===== src/rtl/core/hlbfs_ram.sv =====
// Generic single-write, single-read RAM with registered read data
module hlbfs_ram #(
  parameter int WIDTH = 8,
  parameter int DEPTH = 16
) (
  input  logic                     clk,
  input  logic                     we,
  input  logic [$clog2(DEPTH)-1:0] waddr,
  input  logic [WIDTH-1:0]         wdata,
  input  logic [$clog2(DEPTH)-1:0] raddr,
  output logic [WIDTH-1:0]         rdata
);

  logic [WIDTH-1:0] mem [DEPTH];

  always_ff @(posedge clk) begin
    if (we) begin
      mem[waddr] <= wdata;
    end
    rdata <= mem[raddr];
  end

endmodule


===== config.mk =====
export PLATFORM = sky130hd
export DESIGN_NAME = hlbfs_ram
export DESIGN_NICKNAME = d
export VERILOG_FILES = /design/src/rtl/core/hlbfs_ram.sv
export SDC_FILE = /design/constraint.sdc
export NUM_CORES = 1
export LEC_CHECK = 0
export BUFFER_PORTS_ARGS = -buffer_cell sky130_fd_sc_hd__buf_4
export CAP_MARGIN = 20
export CORE_MARGIN = 1.5
export CORE_UTILIZATION = 60
export DETAILED_ROUTE_END_ITERATION = 8
export HOLD_SLACK_MARGIN = 0.08
export PLACE_DENSITY = 0.83
export SLEW_MARGIN = 10
export SYNTH_ARGS = -nofsm -noshare
export SYNTH_HDL_FRONTEND = slang
export SYNTH_SLANG_ARGS = --single-unit

===== constraint.sdc =====
create_clock -name clk -period 2.1 [get_ports clk]
set_input_delay 0.105 -clock clk [delete_from_list [all_inputs] [get_ports clk]]
set_output_delay 0.105 -clock clk [all_outputs]
set_load 0.03 [all_outputs]

==> metrics.txt <==
synthesized netlist cell count 229; antenna violations before repair 0; initial drt markers 202; total gr overflow 0; Max stage delay on crit path 0.53 ns; Die W 95.63 microns; LEAKAGE 0.002138 uW; CP arrival 1.84 ns; Placement Setup Slack 0.5291 ns; Final Util 0.7558; post-synth cell types 19; DR WL/cell 26.88 microns; Tot Pwr 6584 uW; Slew @ Worst Pin 0.7706 ns; mapped cell area 5147 sq um; R2R cell count 3; RSZ-0062 raised after global routing false; CP Capture Point rdata[4]; Ys Warns 0; CP Launch Type register; GP Congestion 0.8127; pin count of the biggest net entering global routing 33; slack of the critical path 0.6554 ns; Top Ports 26; pins over their slew limit 0; core area 8258 sq um; Peak VDD IR 0.6756 mV; crit-path cells mux4_1 -> a22oi_1 -> nand2_1; Max-slew headroom 0.4852; Seq/Total Area, Yosys 0.7778; fmax 692.2 MHz; Reg-to-Reg Start mem[9][4]; die area 9144 sq um; reg2reg setup slack 0.66 ns; total wire length 10.91 mm; post-route ant nets 0; CTS Hold Bufs 8; Final Critical Period 1.445 ns; TritonCTS buffer count 17; TritonCTS clock tree yes; Mapped Nets 247; Final period util 0.6879; Die Height 95.63 microns; Synth-to-Final Area Change 21.24%; # resized after CTS 0; Row Count 33; Vias 2569; Crit. End Element register; H-tree depth 4; initial core utilization 0.6233; DP HPWL 6.099 mm; GRT Resource Usage Total 0.2627; clock latency at the later pin of the worst-skew pair 0.52 ns; vias in the first global route 2563; outcome complete, no violations; Final Hold Vio Count 0; CP Class register to register; # diodes 0; Avg Synthesized Cell Area 22.48 sq um; clk sinks 136; postcts setup bufs 0; port buffer count 25; vias per cell 6.328; Req. time, crit path 2.50 ns; Pwr Density 1055 nW/um^2; final setup TNS 0 ns; wire length of the first global-routing pass 15.56 mm; Clock Path Buffers 2; final setup skew 0.01040 ns; Reg clk slew, reported paths 0.06 ns; max capacitance violation total 0; worst r2r dst rdata[4]; CP Launch Point mem[9][4]; layout cells sized above 1 0.3056; crit path max fanout 1; setup violators final 0; crit path max-delay cell type mux4_1; nets@finish 306; clock root cell clkbuf_8; router iterations before antenna repair 4; Synth Register Bits 136; Worst Hold Class input port to register; detailed-route DRC error count 0
[layout make-up]
cell class                      instances  area, sq um
Multi-Input combinational cell         83         1057
Timing Repair Buffer                   50        407.9
Tap cell                              105        131.4
Clock inverter                         15        226.5
Sequential cell                       136         4004
Fill cell                             430         2017
Clock buffer                           17        414.1
[report_power, final]
part	switching, uW	total (uW)	internal, uW
combinational	195	342	147
clock	1130	3180	2050
sequential	23.8	3060	3030
total	1350	6580	5230
[synth_stat cells (all sizes together)]
| library cell | number | area (sq um) |
|---|---|---|
| buf | 7 | 56.30 |
| and2b | 1 | 7.510 |
| nand2b | 2 | 12.51 |
| or3b | 1 | 8.760 |
| edfxtp | 128 | 3844 |
| nor3 | 4 | 20.02 |
| mux4 | 32 | 773.2 |
| a22oi | 16 | 120.1 |
| nand3b | 2 | 15.01 |
| and2 | 1 | 6.260 |
| nand2 | 9 | 33.78 |
| nand3 | 1 | 5.000 |
| dfxtp | 8 | 160.2 |
| clkdlybuf4s25 | 3 | 30.03 |
| nor2b | 1 | 6.260 |
| nor2 | 13 | 48.80 |
[layout by cell type (no fill, tap or decap), drive strengths merged, types with 2 or more instances in the layout]
master | netlist | layout
edfxtp | 128 | 128
buf | 7 | 42
mux4 | 32 | 32
clkbuf | 0 | 17
a22oi | 16 | 16
nor2 | 13 | 13
nand2 | 9 | 9
dlygate4sd3 | 0 | 8
dfxtp | 8 | 8
bufinv | 0 | 5
clkinvlp | 0 | 5
nor3 | 4 | 4
clkinv | 0 | 4
nand3b | 2 | 2
nand2b | 2 | 2
[stage by stage]
stage               cell area [sq um]  hold WS [ns]  instances
finish                           6241        0.1245        406
CTS                              6241        0.1012        406
detailed placement               5520        0.4230        366
global route                     6241        0.1080        406
global placement                 5520        0.4103        366
floorplan                        5147        0.2039        229
[kinds of logic (layout without fill, tap and decap cells)]
family	after synthesis	count (layout)	share of synthesized area
flops	136	136	0.7778
compound gates	16	16	0.02334
mux	32	32	0.1502
simple gates	35	35	0.03184
buf+inv	10	82	0.01677
[flip-flops by register name, summed over array words and instances (netlist names)]
signal / count
mem: 128
rdata: 8
[how the worst min path moves through the flow]
stage	startpoint	end	depth (start not counted)
floorplan	wdata[0]	mem[0][0]	0
global placement	wdata[5]	mem[0][5]	1
detailed placement	wdata[6]	mem[3][6]	1
CTS	waddr[0]	mem[8][6]	3
global route	waddr[0]	mem[4][0]	3
finish	waddr[0]	mem[8][1]	3
[critical path, delay by kind of cell (launching register included)]
kind / cells / cell delay, ns
muxes: 1 / 0.53
AOI/OAI and AO/OA: 1 / 0.31
and+or+nand+nor: 1 / 0.09
DFF: 1 / 0.40
[metal layers]
layer | track usage | part of all wire
met1 | 0.3566 | 0.39
met2 | 0.3991 | 0.50
met3 | 0.07496 | 0.083
met4 | 0.1213 | 0.030
met5 | 0 | 0
No activity file was read; power rests on OpenSTA's default activity.
